--- src/rtl/oss_pkg.sv ---
// Package for the oversampled sample statistics block.
// Holds field widths, scaling constants and the batch hand-over struct.
// No dependencies; every other file refers to it by scoped names.
package oss_pkg;

    localparam int SAMPLE_BITS     = 12;
    localparam int COUNT_BITS      = 16;
    localparam int CFG_BITS        = 16;
    localparam int N_BITS          = COUNT_BITS + 1;
    localparam int SUM_BITS        = 28;
    localparam int SQ_BITS         = 40;
    localparam int SQR_BITS        = 2 * SAMPLE_BITS;
    localparam int VAR_BITS        = 2 * SAMPLE_BITS;
    localparam int ROOT_BITS       = VAR_BITS / 2;
    localparam int UV_BITS         = 22;
    localparam int PROD_BITS       = 34;
    localparam int DIV_BITS        = SQ_BITS;
    localparam int DIV_CNT_BITS    = $clog2(DIV_BITS);
    localparam int ROOT_CNT_BITS   = $clog2(ROOT_BITS);

    localparam int FULL_SCALE_UV   = 3300000;
    localparam int ROUND_HALF      = 2048;
    localparam int FULL_SCALE_CODE = 4095;
    localparam int COUNT_RESET     = 64;

    typedef logic [SAMPLE_BITS-1:0] sample_t;
    typedef logic [UV_BITS-1:0]     uv_t;

    // Totals of one closed batch, handed from the accumulator to the finisher
    typedef struct packed {
        sample_t             min_val;
        sample_t             max_val;
        logic [SUM_BITS-1:0] sum;
        logic [SQ_BITS-1:0]  sum_sq;
        logic [N_BITS-1:0]   n;
    } batch_t;

endpackage

--- src/rtl/oss_if.sv ---
// Channel interfaces of the oversampled sample statistics block.
// Depends on oss_pkg for the payload widths.
interface oss_cfg_if;
    logic                          valid;
    logic                          ready;
    logic [oss_pkg::CFG_BITS-1:0]  sample_count;

    modport source (output valid, output sample_count, input ready);
    modport sink (input valid, input sample_count, output ready);
endinterface

interface oss_sample_if;
    logic             valid;
    logic             ready;
    oss_pkg::sample_t sample;

    modport source (output valid, output sample, input ready);
    modport sink (input valid, input sample, output ready);
endinterface

interface oss_result_if;
    logic             valid;
    logic             ready;
    oss_pkg::sample_t min_counts;
    oss_pkg::sample_t max_counts;
    oss_pkg::sample_t mean_counts;
    oss_pkg::sample_t stddev_counts;
    oss_pkg::uv_t     min_microvolts;
    oss_pkg::uv_t     max_microvolts;
    oss_pkg::uv_t     mean_microvolts;
    oss_pkg::uv_t     stddev_microvolts;

    modport source (output valid, output min_counts, output max_counts, output mean_counts,
                    output stddev_counts, output min_microvolts, output max_microvolts,
                    output mean_microvolts, output stddev_microvolts, input ready);
    modport sink (input valid, input min_counts, input max_counts, input mean_counts,
                  input stddev_counts, input min_microvolts, input max_microvolts,
                  input mean_microvolts, input stddev_microvolts, output ready);
endinterface

--- src/rtl/oss_accum.sv ---
// Batch accumulator: running minimum, maximum, sum and sum of squares.
// Holds the batch length register. Depends on oss_pkg and oss_if.
module oss_accum (
    input  logic                 clk,
    input  logic                 rst_n,
    oss_cfg_if.sink              cfg,
    oss_sample_if.sink           samples,
    input  logic                 fin_busy,
    output oss_pkg::batch_t      batch,
    output logic                 batch_valid
);

    logic [oss_pkg::COUNT_BITS-1:0] count_reg;
    logic [oss_pkg::COUNT_BITS-1:0] seen_reg;
    oss_pkg::sample_t               min_reg;
    oss_pkg::sample_t               max_reg;
    logic [oss_pkg::SUM_BITS-1:0]   sum_reg;
    logic [oss_pkg::SQ_BITS-1:0]    sq_reg;
    oss_pkg::batch_t                batch_reg;
    logic                           batch_valid_reg;

    logic [oss_pkg::COUNT_BITS-1:0] seen_next;
    logic [oss_pkg::COUNT_BITS-1:0] target;
    logic                           closes;
    logic                           take;
    oss_pkg::sample_t               min_next;
    oss_pkg::sample_t               max_next;
    logic [oss_pkg::SUM_BITS-1:0]   sum_next;
    logic [oss_pkg::SQ_BITS-1:0]    sq_next;
    logic [oss_pkg::SQR_BITS-1:0]   s_sq;

    assign cfg.ready = 1'b1;

    always_comb
    begin
        seen_next = seen_reg + 1'b1;
        target    = (count_reg == '0) ? oss_pkg::COUNT_BITS'(1) : count_reg;
        // a wrapped count means a full batch of 2^COUNT_BITS samples
        closes    = (seen_next == '0) || (seen_next >= target);
        // stall only the sample that would close a batch while the finisher is occupied
        samples.ready = !((fin_busy || batch_valid_reg) && closes);
        take      = samples.valid && samples.ready;
        min_next  = (samples.sample < min_reg) ? samples.sample : min_reg;
        max_next  = (samples.sample > max_reg) ? samples.sample : max_reg;
        s_sq      = samples.sample * samples.sample;
        sum_next  = sum_reg + oss_pkg::SUM_BITS'(samples.sample);
        sq_next   = sq_reg + oss_pkg::SQ_BITS'(s_sq);
    end

    always_ff @(posedge clk or negedge rst_n)
    begin
        if (!rst_n)
        begin
            count_reg       <= oss_pkg::COUNT_BITS'(oss_pkg::COUNT_RESET);
            seen_reg        <= '0;
            min_reg         <= '1;
            max_reg         <= '0;
            sum_reg         <= '0;
            sq_reg          <= '0;
            batch_reg       <= '0;
            batch_valid_reg <= 1'b0;
        end
        else
        begin
            batch_valid_reg <= take && closes;
            if (cfg.valid)
            begin
                count_reg <= cfg.sample_count[oss_pkg::COUNT_BITS-1:0];
            end
            if (take)
            begin
                if (closes)
                begin
                    batch_reg.min_val <= min_next;
                    batch_reg.max_val <= max_next;
                    batch_reg.sum     <= sum_next;
                    batch_reg.sum_sq  <= sq_next;
                    batch_reg.n       <= (seen_next == '0) ? {1'b1, seen_next}
                                                           : {1'b0, seen_next};
                    seen_reg          <= '0;
                    min_reg           <= '1;
                    max_reg           <= '0;
                    sum_reg           <= '0;
                    sq_reg            <= '0;
                end
                else
                begin
                    seen_reg <= seen_next;
                    min_reg  <= min_next;
                    max_reg  <= max_next;
                    sum_reg  <= sum_next;
                    sq_reg   <= sq_next;
                end
            end
        end
    end

    assign batch       = batch_reg;
    assign batch_valid = batch_valid_reg;

endmodule

--- src/rtl/oss_div.sv ---
// Bit-serial restoring divider, one quotient bit per cycle.
// Shared by the mean, the mean square and the microvolt scaling. Depends on oss_pkg.
module oss_div (
    input  logic                          clk,
    input  logic                          rst_n,
    input  logic                          start,
    input  logic [oss_pkg::DIV_BITS-1:0]  num,
    input  logic [oss_pkg::N_BITS-1:0]    den,
    output logic                          done,
    output logic [oss_pkg::DIV_BITS-1:0]  quot
);

    logic [oss_pkg::DIV_BITS-1:0]     acc_reg;
    logic [oss_pkg::N_BITS-1:0]       rem_reg;
    logic [oss_pkg::N_BITS-1:0]       den_reg;
    logic [oss_pkg::DIV_CNT_BITS-1:0] cnt_reg;
    logic                             run_reg;
    logic                             done_reg;

    logic [oss_pkg::N_BITS:0]         rem_sh;
    logic                             fits;
    logic [oss_pkg::N_BITS-1:0]       rem_next;
    logic [oss_pkg::DIV_BITS-1:0]     acc_next;
    logic                             last;

    always_comb
    begin
        // bring down the next dividend bit, subtract when the divisor fits
        rem_sh   = {rem_reg, acc_reg[oss_pkg::DIV_BITS-1]};
        fits     = rem_sh >= {1'b0, den_reg};
        rem_next = fits ? oss_pkg::N_BITS'(rem_sh - {1'b0, den_reg})
                        : oss_pkg::N_BITS'(rem_sh);
        acc_next = {acc_reg[oss_pkg::DIV_BITS-2:0], fits};
        last     = (cnt_reg == oss_pkg::DIV_CNT_BITS'(oss_pkg::DIV_BITS - 1));
    end

    always_ff @(posedge clk or negedge rst_n)
    begin
        if (!rst_n)
        begin
            acc_reg  <= '0;
            rem_reg  <= '0;
            den_reg  <= '0;
            cnt_reg  <= '0;
            run_reg  <= 1'b0;
            done_reg <= 1'b0;
        end
        else
        begin
            done_reg <= !start && run_reg && last;
            if (start)
            begin
                acc_reg <= num;
                rem_reg <= '0;
                den_reg <= den;
                cnt_reg <= '0;
                run_reg <= 1'b1;
            end
            else if (run_reg)
            begin
                acc_reg <= acc_next;
                rem_reg <= rem_next;
                cnt_reg <= cnt_reg + 1'b1;
                if (last)
                begin
                    run_reg <= 1'b0;
                end
            end
        end
    end

    assign done = done_reg;
    assign quot = acc_reg;

endmodule

--- src/rtl/oss_sqrt.sv ---
// Digit-serial integer square root, two radicand bits per cycle.
// Gives the floor root of the variance. Depends on oss_pkg.
module oss_sqrt (
    input  logic                          clk,
    input  logic                          rst_n,
    input  logic                          start,
    input  logic [oss_pkg::VAR_BITS-1:0]  radicand,
    output logic                          done,
    output logic [oss_pkg::ROOT_BITS-1:0] root
);

    logic [oss_pkg::VAR_BITS-1:0]      rad_reg;
    logic [oss_pkg::ROOT_BITS+1:0]     rem_reg;
    logic [oss_pkg::ROOT_BITS-1:0]     root_reg;
    logic [oss_pkg::ROOT_CNT_BITS-1:0] cnt_reg;
    logic                              run_reg;
    logic                              done_reg;

    logic [oss_pkg::ROOT_BITS+3:0]     rem_sh;
    logic [oss_pkg::ROOT_BITS+3:0]     trial;
    logic                              fits;
    logic                              last;

    always_comb
    begin
        rem_sh = {rem_reg, rad_reg[oss_pkg::VAR_BITS-1 -: 2]};
        trial  = {2'b00, root_reg, 2'b01};
        fits   = rem_sh >= trial;
        last   = (cnt_reg == oss_pkg::ROOT_CNT_BITS'(oss_pkg::ROOT_BITS - 1));
    end

    always_ff @(posedge clk or negedge rst_n)
    begin
        if (!rst_n)
        begin
            rad_reg  <= '0;
            rem_reg  <= '0;
            root_reg <= '0;
            cnt_reg  <= '0;
            run_reg  <= 1'b0;
            done_reg <= 1'b0;
        end
        else
        begin
            done_reg <= !start && run_reg && last;
            if (start)
            begin
                rad_reg  <= radicand;
                rem_reg  <= '0;
                root_reg <= '0;
                cnt_reg  <= '0;
                run_reg  <= 1'b1;
            end
            else if (run_reg)
            begin
                rad_reg  <= {rad_reg[oss_pkg::VAR_BITS-3:0], 2'b00};
                rem_reg  <= fits ? (oss_pkg::ROOT_BITS + 2)'(rem_sh - trial)
                                 : (oss_pkg::ROOT_BITS + 2)'(rem_sh);
                root_reg <= {root_reg[oss_pkg::ROOT_BITS-2:0], fits};
                cnt_reg  <= cnt_reg + 1'b1;
                if (last)
                begin
                    run_reg <= 1'b0;
                end
            end
        end
    end

    assign done = done_reg;
    assign root = root_reg;

endmodule

--- src/rtl/oss_finish.sv ---
// Batch finisher: sequences mean, variance, root and microvolt scaling
// over the shared divider and root unit, and holds the result register.
// Depends on oss_pkg, oss_if, oss_div and oss_sqrt.
module oss_finish (
    input  logic            clk,
    input  logic            rst_n,
    input  oss_pkg::batch_t batch,
    input  logic            batch_valid,
    output logic            busy,
    oss_result_if.source    results
);

    typedef enum logic [3:0] {
        ST_IDLE,
        ST_MEAN,
        ST_MEAN_W,
        ST_QUOT,
        ST_QUOT_W,
        ST_ROOT,
        ST_ROOT_W,
        ST_MUL,
        ST_UV,
        ST_UV_W,
        ST_OUT
    } state_t;

    state_t                          state_reg;
    oss_pkg::batch_t                 batch_reg;
    oss_pkg::sample_t                mean_reg;
    logic [oss_pkg::VAR_BITS-1:0]    msq_reg;
    logic [oss_pkg::VAR_BITS-1:0]    var_reg;
    oss_pkg::sample_t                dev_reg;
    logic [oss_pkg::PROD_BITS-1:0]   prod_reg;
    logic [1:0]                      idx_reg;
    oss_pkg::uv_t                    uv_reg [4];
    logic                            out_valid_reg;
    oss_pkg::sample_t                out_min_reg;
    oss_pkg::sample_t                out_max_reg;
    oss_pkg::sample_t                out_mean_reg;
    oss_pkg::sample_t                out_dev_reg;
    oss_pkg::uv_t                    out_min_uv_reg;
    oss_pkg::uv_t                    out_max_uv_reg;
    oss_pkg::uv_t                    out_mean_uv_reg;
    oss_pkg::uv_t                    out_dev_uv_reg;

    logic                            div_start;
    logic [oss_pkg::DIV_BITS-1:0]    div_num;
    logic [oss_pkg::N_BITS-1:0]      div_den;
    logic                            div_done;
    logic [oss_pkg::DIV_BITS-1:0]    div_quot;
    logic                            sqrt_start;
    logic                            sqrt_done;
    logic [oss_pkg::ROOT_BITS-1:0]   sqrt_root;
    logic [oss_pkg::VAR_BITS-1:0]    q_low;
    oss_pkg::sample_t                cnt_sel;

    oss_div u_div (
        .clk   (clk),
        .rst_n (rst_n),
        .start (div_start),
        .num   (div_num),
        .den   (div_den),
        .done  (div_done),
        .quot  (div_quot)
    );

    oss_sqrt u_sqrt (
        .clk      (clk),
        .rst_n    (rst_n),
        .start    (sqrt_start),
        .radicand (var_reg),
        .done     (sqrt_done),
        .root     (sqrt_root)
    );

    always_comb
    begin
        div_start  = 1'b0;
        div_num    = '0;
        div_den    = batch_reg.n;
        sqrt_start = (state_reg == ST_ROOT);
        case (state_reg)
            ST_MEAN:
            begin
                div_start = 1'b1;
                div_num   = oss_pkg::DIV_BITS'(batch_reg.sum)
                          + oss_pkg::DIV_BITS'(batch_reg.n >> 1);
            end
            ST_QUOT:
            begin
                div_start = 1'b1;
                div_num   = batch_reg.sum_sq;
            end
            ST_UV:
            begin
                div_start = 1'b1;
                div_num   = oss_pkg::DIV_BITS'(prod_reg);
                div_den   = oss_pkg::N_BITS'(oss_pkg::FULL_SCALE_CODE);
            end
            default:
            begin
                div_start = 1'b0;
            end
        endcase

        // sum of squares over n never exceeds the largest sample squared
        q_low = div_quot[oss_pkg::VAR_BITS-1:0];

        case (idx_reg)
            2'd0:    cnt_sel = batch_reg.min_val;
            2'd1:    cnt_sel = batch_reg.max_val;
            2'd2:    cnt_sel = mean_reg;
            default: cnt_sel = dev_reg;
        endcase
    end

    always_ff @(posedge clk or negedge rst_n)
    begin
        if (!rst_n)
        begin
            state_reg       <= ST_IDLE;
            batch_reg       <= '0;
            mean_reg        <= '0;
            msq_reg         <= '0;
            var_reg         <= '0;
            dev_reg         <= '0;
            prod_reg        <= '0;
            idx_reg         <= '0;
            uv_reg          <= '{default: '0};
            out_valid_reg   <= 1'b0;
            out_min_reg     <= '0;
            out_max_reg     <= '0;
            out_mean_reg    <= '0;
            out_dev_reg     <= '0;
            out_min_uv_reg  <= '0;
            out_max_uv_reg  <= '0;
            out_mean_uv_reg <= '0;
            out_dev_uv_reg  <= '0;
        end
        else
        begin
            // ST_OUT reloads the result register itself
            if (out_valid_reg && results.ready && state_reg != ST_OUT)
            begin
                out_valid_reg <= 1'b0;
            end
            case (state_reg)
                ST_IDLE:
                begin
                    if (batch_valid)
                    begin
                        batch_reg <= batch;
                        state_reg <= ST_MEAN;
                    end
                end
                ST_MEAN:
                begin
                    state_reg <= ST_MEAN_W;
                end
                ST_MEAN_W:
                begin
                    if (div_done)
                    begin
                        mean_reg  <= div_quot[oss_pkg::SAMPLE_BITS-1:0];
                        state_reg <= ST_QUOT;
                    end
                end
                ST_QUOT:
                begin
                    msq_reg   <= mean_reg * mean_reg;
                    state_reg <= ST_QUOT_W;
                end
                ST_QUOT_W:
                begin
                    if (div_done)
                    begin
                        var_reg   <= (q_low > msq_reg) ? q_low - msq_reg : '0;
                        state_reg <= ST_ROOT;
                    end
                end
                ST_ROOT:
                begin
                    state_reg <= ST_ROOT_W;
                end
                ST_ROOT_W:
                begin
                    if (sqrt_done)
                    begin
                        dev_reg   <= oss_pkg::SAMPLE_BITS'(sqrt_root);
                        idx_reg   <= '0;
                        state_reg <= ST_MUL;
                    end
                end
                ST_MUL:
                begin
                    prod_reg  <= oss_pkg::PROD_BITS'(cnt_sel)
                               * oss_pkg::PROD_BITS'(oss_pkg::FULL_SCALE_UV)
                               + oss_pkg::PROD_BITS'(oss_pkg::ROUND_HALF);
                    state_reg <= ST_UV;
                end
                ST_UV:
                begin
                    state_reg <= ST_UV_W;
                end
                ST_UV_W:
                begin
                    if (div_done)
                    begin
                        uv_reg[idx_reg] <= div_quot[oss_pkg::UV_BITS-1:0];
                        idx_reg         <= idx_reg + 1'b1;
                        state_reg       <= (idx_reg == 2'd3) ? ST_OUT : ST_MUL;
                    end
                end
                ST_OUT:
                begin
                    // hold here until the result register is free
                    if (!out_valid_reg || results.ready)
                    begin
                        out_valid_reg   <= 1'b1;
                        out_min_reg     <= batch_reg.min_val;
                        out_max_reg     <= batch_reg.max_val;
                        out_mean_reg    <= mean_reg;
                        out_dev_reg     <= dev_reg;
                        out_min_uv_reg  <= uv_reg[0];
                        out_max_uv_reg  <= uv_reg[1];
                        out_mean_uv_reg <= uv_reg[2];
                        out_dev_uv_reg  <= uv_reg[3];
                        state_reg       <= ST_IDLE;
                    end
                end
                default:
                begin
                    state_reg <= ST_IDLE;
                end
            endcase
        end
    end

    assign busy                      = (state_reg != ST_IDLE);
    assign results.valid             = out_valid_reg;
    assign results.min_counts        = out_min_reg;
    assign results.max_counts        = out_max_reg;
    assign results.mean_counts       = out_mean_reg;
    assign results.stddev_counts     = out_dev_reg;
    assign results.min_microvolts    = out_min_uv_reg;
    assign results.max_microvolts    = out_max_uv_reg;
    assign results.mean_microvolts   = out_mean_uv_reg;
    assign results.stddev_microvolts = out_dev_uv_reg;

    a_batch_when_idle: assert property (@(posedge clk) disable iff (!rst_n)
        batch_valid |-> state_reg == ST_IDLE)
        else $error("batch handed over while finisher busy");

    a_div_done_in_wait: assert property (@(posedge clk) disable iff (!rst_n)
        div_done |-> (state_reg == ST_MEAN_W || state_reg == ST_QUOT_W
                      || state_reg == ST_UV_W))
        else $error("divider finished outside a wait state");

    a_min_le_max: assert property (@(posedge clk) disable iff (!rst_n)
        results.valid |-> results.min_counts <= results.max_counts)
        else $error("result minimum above maximum");

    a_uv_in_range: assert property (@(posedge clk) disable iff (!rst_n)
        results.valid |-> (results.max_microvolts <= oss_pkg::UV_BITS'(oss_pkg::FULL_SCALE_UV)
                           && results.stddev_microvolts
                              <= oss_pkg::UV_BITS'(oss_pkg::FULL_SCALE_UV)))
        else $error("scaled value beyond full scale");

endmodule

--- src/rtl/oversampled_sample_statistics.sv ---
// Oversampled sample statistics: min, max, mean and deviation per batch.
// Depends on oss_pkg, oss_if, oss_accum and oss_finish.
//
// Channels: cfg writes the batch length (0 counts as 1, reset value 64) and
// is always ready; write it only while the block is idle. samples takes one
// 12-bit sample per transfer, results gives one transfer per closed batch.
// Throughput: one sample per cycle. The sample that closes a batch is held
// off while the previous batch is still in the finisher.
// After the closing sample the finisher runs the bit-serial divider for the mean
// and the mean square, then the square root, then the divider again for four
// microvolt scalings: six divider passes in all, with sequencing states between.
// Batches that close faster than the finisher therefore run at one per finishing time.
// The result is held in an output register until taken; while it waits the
// next batch is still gathered and finished, and only the hand-over stalls.
// Reset: accumulators clear, batch length returns to 64, no result pending.
module oversampled_sample_statistics (
    input  logic          clk,
    input  logic          rst_n,
    oss_cfg_if.sink       cfg,
    oss_sample_if.sink    samples,
    oss_result_if.source  results
);

    oss_pkg::batch_t batch;
    logic            batch_valid;
    logic            fin_busy;

    oss_accum u_accum (
        .clk         (clk),
        .rst_n       (rst_n),
        .cfg         (cfg),
        .samples     (samples),
        .fin_busy    (fin_busy),
        .batch       (batch),
        .batch_valid (batch_valid)
    );

    oss_finish u_finish (
        .clk         (clk),
        .rst_n       (rst_n),
        .batch       (batch),
        .batch_valid (batch_valid),
        .busy        (fin_busy),
        .results     (results)
    );

endmodule

--- src/flat_wrapper.sv ---
// flat-port wrapper written by rule: the top's interface ports become plain ports
module oversampled_sample_statistics_flat 
  (clk, rst_n, cfg_valid, cfg_sample_count, cfg_ready, samples_valid, samples_sample, samples_ready, results_valid, results_min_counts, results_max_counts, results_mean_counts, results_stddev_counts, results_min_microvolts, results_max_microvolts, results_mean_microvolts, results_stddev_microvolts, results_ready);
  oss_cfg_if cfg_i ();
  oss_sample_if samples_i ();
  oss_result_if results_i ();
  input  logic clk;
  input  logic rst_n;
  input wire logic [$bits(cfg_i.valid)-1:0] cfg_valid;
  input wire logic [$bits(cfg_i.sample_count)-1:0] cfg_sample_count;
  output wire logic [$bits(cfg_i.ready)-1:0] cfg_ready;
  input wire logic [$bits(samples_i.valid)-1:0] samples_valid;
  input wire logic [$bits(samples_i.sample)-1:0] samples_sample;
  output wire logic [$bits(samples_i.ready)-1:0] samples_ready;
  output wire logic [$bits(results_i.valid)-1:0] results_valid;
  output wire logic [$bits(results_i.min_counts)-1:0] results_min_counts;
  output wire logic [$bits(results_i.max_counts)-1:0] results_max_counts;
  output wire logic [$bits(results_i.mean_counts)-1:0] results_mean_counts;
  output wire logic [$bits(results_i.stddev_counts)-1:0] results_stddev_counts;
  output wire logic [$bits(results_i.min_microvolts)-1:0] results_min_microvolts;
  output wire logic [$bits(results_i.max_microvolts)-1:0] results_max_microvolts;
  output wire logic [$bits(results_i.mean_microvolts)-1:0] results_mean_microvolts;
  output wire logic [$bits(results_i.stddev_microvolts)-1:0] results_stddev_microvolts;
  input wire logic [$bits(results_i.ready)-1:0] results_ready;
  assign cfg_i.valid = cfg_valid;
  assign cfg_i.sample_count = cfg_sample_count;
  assign cfg_ready = cfg_i.ready;
  assign samples_i.valid = samples_valid;
  assign samples_i.sample = samples_sample;
  assign samples_ready = samples_i.ready;
  assign results_valid = results_i.valid;
  assign results_min_counts = results_i.min_counts;
  assign results_max_counts = results_i.max_counts;
  assign results_mean_counts = results_i.mean_counts;
  assign results_stddev_counts = results_i.stddev_counts;
  assign results_min_microvolts = results_i.min_microvolts;
  assign results_max_microvolts = results_i.max_microvolts;
  assign results_mean_microvolts = results_i.mean_microvolts;
  assign results_stddev_microvolts = results_i.stddev_microvolts;
  assign results_i.ready = results_ready;
  oversampled_sample_statistics u_core (.clk(clk), .rst_n(rst_n), .cfg(cfg_i), .samples(samples_i), .results(results_i));
endmodule
--- config.mk ---
export PLATFORM = sky130hd
export DESIGN_NAME = oversampled_sample_statistics_flat
export DESIGN_NICKNAME = d
export VERILOG_FILES = /design/src/rtl/oss_pkg.sv /design/src/rtl/oss_if.sv /design/src/rtl/oss_accum.sv /design/src/rtl/oss_div.sv /design/src/rtl/oss_sqrt.sv /design/src/rtl/oss_finish.sv /design/src/rtl/oversampled_sample_statistics.sv /design/src/flat_wrapper.sv
export SDC_FILE = /design/constraint.sdc
export NUM_CORES = 2
export LEC_CHECK = 0
export ABC_AREA = 0
export BUFFER_PORTS_ARGS = -buffer_cell sky130_fd_sc_hd__buf_2
export CAP_MARGIN = 20
export CORE_MARGIN = 4
export CORE_UTILIZATION = 25
export CTS_CLUSTER_DIAMETER = 100
export CTS_CLUSTER_SIZE = 12
export DETAILED_ROUTE_END_ITERATION = 8
export GPL_TIMING_DRIVEN = 0
export PLACE_DENSITY = 0.49
export SYNTH_ARGS = -nofsm -noshare
export SYNTH_HDL_FRONTEND = slang
export SYNTH_SLANG_ARGS = --single-unit
--- constraint.sdc ---
create_clock -name clk -period 8.3 [get_ports clk]
set_clock_uncertainty 0.1 [all_clocks]
set_input_delay 1.66 -clock clk [delete_from_list [all_inputs] [get_ports clk]]
set_output_delay 1.66 -clock clk [all_outputs]
set_load 0.05 [all_outputs]
* Word-level counts from Yosys, hierarchy flattened
Index checks and enable logic that the tools add are counted.
** Storage, ports and cells
- Flip-flop bits (word level) :: 818
** Operators by class
- $add $sub $neg :: 11
- Multiply operators :: 3
- $lt $le $gt $ge :: 8
- Equal/unequal tests :: 22
- Multiplexer cells :: 53
- Bitwise logic cells :: 1
- Reductions and logical operators :: 35
** Operators with widths (count)
- 40-bit two-way mux :: 3
- 40-bit case mux with 3 select lines :: 1
- 88-bit bitwise mux :: 1
- 17-bit two-way mux :: 5
- 12-bit two-way mux :: 6
- 24-bit two-way mux :: 3
- 12-bit by 12-bit multiplier with 24-bit output :: 2
- 22-bit demux with 2-bit select :: 1
- 4-bit case mux with 11 select lines :: 1
- 14-bit two-way mux :: 3
- 40-bit by 24-bit adder with 40-bit output :: 1
- 4-bit two-way mux :: 9
- 12-bit case mux with 3 select lines :: 1
- 34-bit by 12-bit adder with 34-bit output, second input constant :: 1
- 16-bit zero test :: 2
- 16-bit two-way mux :: 2
- 28-bit by 16-bit adder with 29-bit output :: 1
- 12-bit by 17-bit multiplier with 29-bit output, second input constant :: 1
- 28-bit by 12-bit adder with 28-bit output :: 1
- 28-bit two-way mux :: 1
- 24-bit greater-than comparator :: 1
- 24-bit subtractor :: 1
- 22-bit two-way mux :: 1
- 18-bit by 17-bit greater-or-equal comparator with 1-bit output :: 1
- 38 further kinds :: 83

* Longest topological paths before layout
- Depth after elaboration :: 8
- Depth in mapped cells :: 28
- Mapped depth without buffers :: 26

* Modules after synthesis
Synthesis repeated with hierarchy kept, for this count alone.
** Unflattened totals
- Cells, all modules :: 4992
- Area, all modules :: 51423.1 um^2
** By module, submodules not included
- oss_finish :: times used 1, cells each 2423, area each 27302.4 um^2
- oss_accum :: times used 1, cells each 1736, area each 16384.5 um^2
- oss_div :: times used 1, cells each 490, area each 4496.8 um^2
- oss_sqrt :: times used 1, cells each 343, area each 3239.4 um^2

* Worst setup path before layout
Ideal clock, no wire load.
- Path type :: input -> register
- From :: input port samples_sample[9]
- To :: register u_core.u_accum.sq_reg[37] (netlist bit)
- Data arrival time :: 7.003 ns
- Required time :: 8.077 ns
- Setup slack :: 1.074 ns
- Cell stages on the path :: 25
- Path through :: clkbuf_1 -> clkbuf_1 -> and2_1 -> fa_1 -> inv_1 -> fa_1 -> inv_1 -> fa_1 -> inv_1 -> fa_1 -> inv_1 -> fa_1 -> ha_1 -> nand2_1 -> or2_0 -> o22ai_1 -> o21ai_1 -> o21ai_1 -> a221oi_2 -> o221ai_1 -> buf_2 -> nor2b_1 -> nor2_1 -> o21ai_0 -> nand2_1
** On the way
- Word-level cells in the longest chain between the ends :: 3
** Ends and longest elaborated chain
- from (decl) :: line flat_wrapper.sv:13 : input wire logic [$bits(samples_i.sample)-1:0] samples_sample;
- 12-bit by 12-bit multiplier with 24-bit output :: line oss_accum.sv:45 : s_sq = samples.sample * samples.sample;
- 40-bit by 24-bit adder with 40-bit output :: line oss_accum.sv:47 : sq_next = sq_reg + oss_pkg::SQ_BITS'(s_sq);
- 40-bit two-way mux :: line oss_accum.sv:72 : if (closes)
- to (signal assigned) :: line oss_accum.sv:92 : sq_reg <= sq_next;
- to (decl) :: line oss_accum.sv:18 : logic [oss_pkg::SQ_BITS-1:0] sq_reg;
Every way passes these cells.
A chain may end at the register's enable or synchronous reset.

* Worst setup path after layout
- From :: input port samples_sample[3]
- To :: register u_core.u_accum.batch_reg, in the netlist u_core.u_accum.batch[54]
** On the way
- Word-level cells in the longest chain between the ends :: 2
** Ends and longest elaborated chain
- 12-bit by 12-bit multiplier with 24-bit output :: line oss_accum.sv:45
- 40-bit by 24-bit adder with 40-bit output :: line oss_accum.sv:47
- to (decl) :: line oss_accum.sv:19 : oss_pkg::batch_t batch_reg;
Every way passes these cells.

==> metrics.txt <==
Synth cell types 103; worst r2r dst u_core.u_finish.prod_reg[32]; Worst Hold Class reg2reg; ys flop type dfrtp_1; pwr dens 218.4 nW/um^2; Synthesized Nets 5318; Worst EP arrival 8.35 ns; 1st-iter DRT viols ~2.1k; largest cells by area after synthesis dfrtp_1 40%, fa_1 9.2%, ha_1 8.7%, mux2_2 7.7%, inv_1 3.6%; P_int just under 0.008 W; synthesized area per cell around 11 um^2; Final Critical Period 7.906 ns; Post-synth EDFFs 0; worst-margin pin slew 1.183 ns; Core Util, Final 0.2860; Max-slew headroom 0.2115; GRT Total Usage 0.1461; DP Area 54400 um^2; maxcap violations 0; die area around 210000 um^2; vias in the first global route roughly 36k; combinational share of power 0.377; chip width between 400 and 500 um; hold_sp u_core.u_finish.var_reg[7]; Cells after Synth 4705; Reg clk slew, reported paths roughly 0.060 ns; CP startpoint kind input port; Clk Latency, worst-skew pair 0.69 ns; largest net degree at the start of global routing around 120; share of cells above drive strength 1 0.1539; Initial Utilization 0.2525; first-pass GRT wire length 230900 um; Die Height 455.2 um; endpoints failing setup 0; H-tree Lvls 3; Register-to-Register Path Depth 23; LEAKAGE about 28 nW; port bufs 170; Crit path largest cell delay about 0.56 ns; Routed WL per cell between 15 and 20 um; Seq/Total Area, Yosys 0.4068; post-detailed-route count of antenna-violating nets 0; Yosys warnings 0; dominant cell type by area after synthesis dfrtp_1; vias per inst 4.561; Setup crit end kind flop; post-CTS setup buffers 0; antenna violations before repair 8; clock root buffer master clkbuf_16; Hold Path End u_core.u_finish.u_sqrt.rad_reg[7]; Final Hold Viols 0; Detailed Routing Iterations Pass 1 7; Design Area, Final about 57000 um^2; worst-path cell chain buf_2, clkbuf_1, nand2_1, fa_1, fa_1, inv_1, fa_1, inv_1, fa_1, inv_1, fa_1, ha_1, nand2_1, or2_0, o22ai_1, o21ai_1, o21ai_1, a221oi_2, o221ai_1, buf_2, nor2b_1, xnor2_1, o21ai_1; crit path kind in2reg; switch share 0.3723; num ports 172; CP required 8.74 ns; row count 163; HPWL after detailed placement roughly 120000 um; clock sinks 812; post-route DRC violation count 0; crit path launch samples_sample[3]; most common cell in the netlist dfrtp_1; slowest CP cell fa_1; Crit path buffers/inverters 6; final worst-path cycle share 0.9526; CTS Buf Count 80; Fillers 20.63k; Max rail drop VDD 0.3841 mV; fmax 126.5 MHz; r2r setup slk 0.42 ns; CTS tree built; Clock Power Share 0.275; setup_tns 0 ns; most used cell, CP fa_1; top cells by count, synth 799 x dfrtp_1, 481 x inv_1, 441 x nand2_1; Post-Syn Area 49990 um^2; asr flop ratio synth 1.000; Placer Congestion 0.8783; grt total ovfl 0; Critical R2R Launch u_core.u_finish.idx_reg[1]; Synth-to-Final Area Change 13.30%; Final nets 5575; Hold Path Stages 2; RSZ-0062 raised after global routing true; Synth top area share 0.3999; final WL 151000 um; kind of cell adding the most delay to the critical path adder cells; Pins Over Slew Limit 0; peak fanout along the critical path 10; status complete, no violations; Max clock buf depth 3; Core Region 198000 um^2; number of synthesized register bits 812; Switch Pwr 0.004605 W; total power 0.01237 W; routed vias 34.79k; Flop pwr share 0.348
worst min-delay path, cell delays in order, from the launching register on:
cell     delay, ns
dfrtp_1       0.34
nand2_1       0.05
o21ai_0       0.06
metrics by stage:
stage	hold WS (ns)	cells	setup slack [ns]
floorplan	0.3460	4705	1.074
global placement	0.3600	7515	-12.66
detailed placement	0.3647	7525	-0.7869
CTS	0.3838	7628	0.06436
global route	0.4025	7624	-0.008556
finish	0.3790	7629	0.3936
per-layer routing:
layer / GRT usage / up-vias / share of wire
li1: - / 16560 / -
met1: 0.1854 / 17460 / 0.44
met2: 0.2536 / 589 / 0.49
met3: 0.01684 / 182 / 0.031
met4: 0.05735 / 4 / 0.039
met5: 0 / - / 0.00013
layout make-up:
cell class / instances / area [um^2] / share of cell area
multi-input cells: 3209 / 26960 / 0.4759
flip-flops and latches: 812 / 20340 / 0.3590
well taps: 2640 / 3303 / 0.05831
clock buffers: 94 / 2107 / 0.03720
inverters: 482 / 1809 / 0.03194
repair buffers: 180 / 1104 / 0.01948
plain buffers: 197 / 882.1 / 0.01557
clock inverters: 10 / 132.6 / 0.002341
diodes: 5 / 12.51 / 0.0002209
power groups by stage:
| stage | clock (W) | sequential [W] | combinational, W |
|---|---|---|---|
| floorplan | 0 | 0.00433 | 0.00331 |
| CTS | 0.00354 | 0.00430 | 0.00470 |
| detailed placement | 0 | 0.00437 | 0.00467 |
| global route | 0.00368 | 0.00433 | 0.00526 |
| global placement | 0 | 0.00438 | 0.00462 |
| finish | 0.00340 | 0.00430 | 0.00467 |
how the worst max path moves through the flow:
stage	to	slack [ns]	cells past startpoint
3_3_place_gp	u_core.u_accum.count_reg[2]	-12.66	1
5_1_grt	u_core.u_accum.batch[54]	-0.009	23
2_1_floorplan	u_core.u_accum.sq_reg[37]	1.07	25
3_5_place_dp	u_core.u_accum.batch[54]	-0.79	23
6_report	u_core.u_accum.batch[54]	0.39	23
4_1_cts	u_core.u_accum.batch[54]	0.06	23
kinds of logic (layout without fill, tap and decap cells):
| group | count (synthesis) | after routing | synth area share |
|---|---|---|---|
| other | 1 | 6 | 0.00007501 |
| XOR/XNOR | 219 | 219 | 0.03889 |
| adder cells (fa/ha/maj) | 580 | 580 | 0.1798 |
| AO/OA/AOI/OAI | 906 | 906 | 0.1144 |
| AND/OR/NAND/NOR | 1018 | 1018 | 0.09673 |
| multiplexers | 485 | 485 | 0.1091 |
| flip-flops | 812 | 812 | 0.4068 |
| buffers and inverters | 684 | 963 | 0.05416 |
layout by cell type, fill, tap and decap left out, types with 15 or more instances in the layout:
cell	count
a22o_1	45
nor2_1	203
inv_1	481
and3_1	36
buf_2	202
fa_1	231
nand4_1	27
o21ai_0	280
nand3_1	51
o21ai_1	98
mux2_2	342
and2_1	101
ha_1	349
nand2_1	441
nor3_1	30
clkbuf_16	82
o21bai_1	15
xnor2_1	140
a211oi_1	27
o31ai_1	24
mux2_4	34
a31oi_1	22
xor2_1	77
nand2b_1	29
o211ai_1	22
mux2i_1	106
clkbuf_1	147
dfrtp_1	799
nor2b_1	30
a222oi_1	21
o21a_1	24
a21o_1	66
a21oi_1	153
what timing repair did:
action,4_1_cts,5_1_grt
hold buffers,0,0
endpoints found under the setup margin,3,14
gates resized for setup,1,2
No activity file was read; power rests on OpenSTA's default activity.
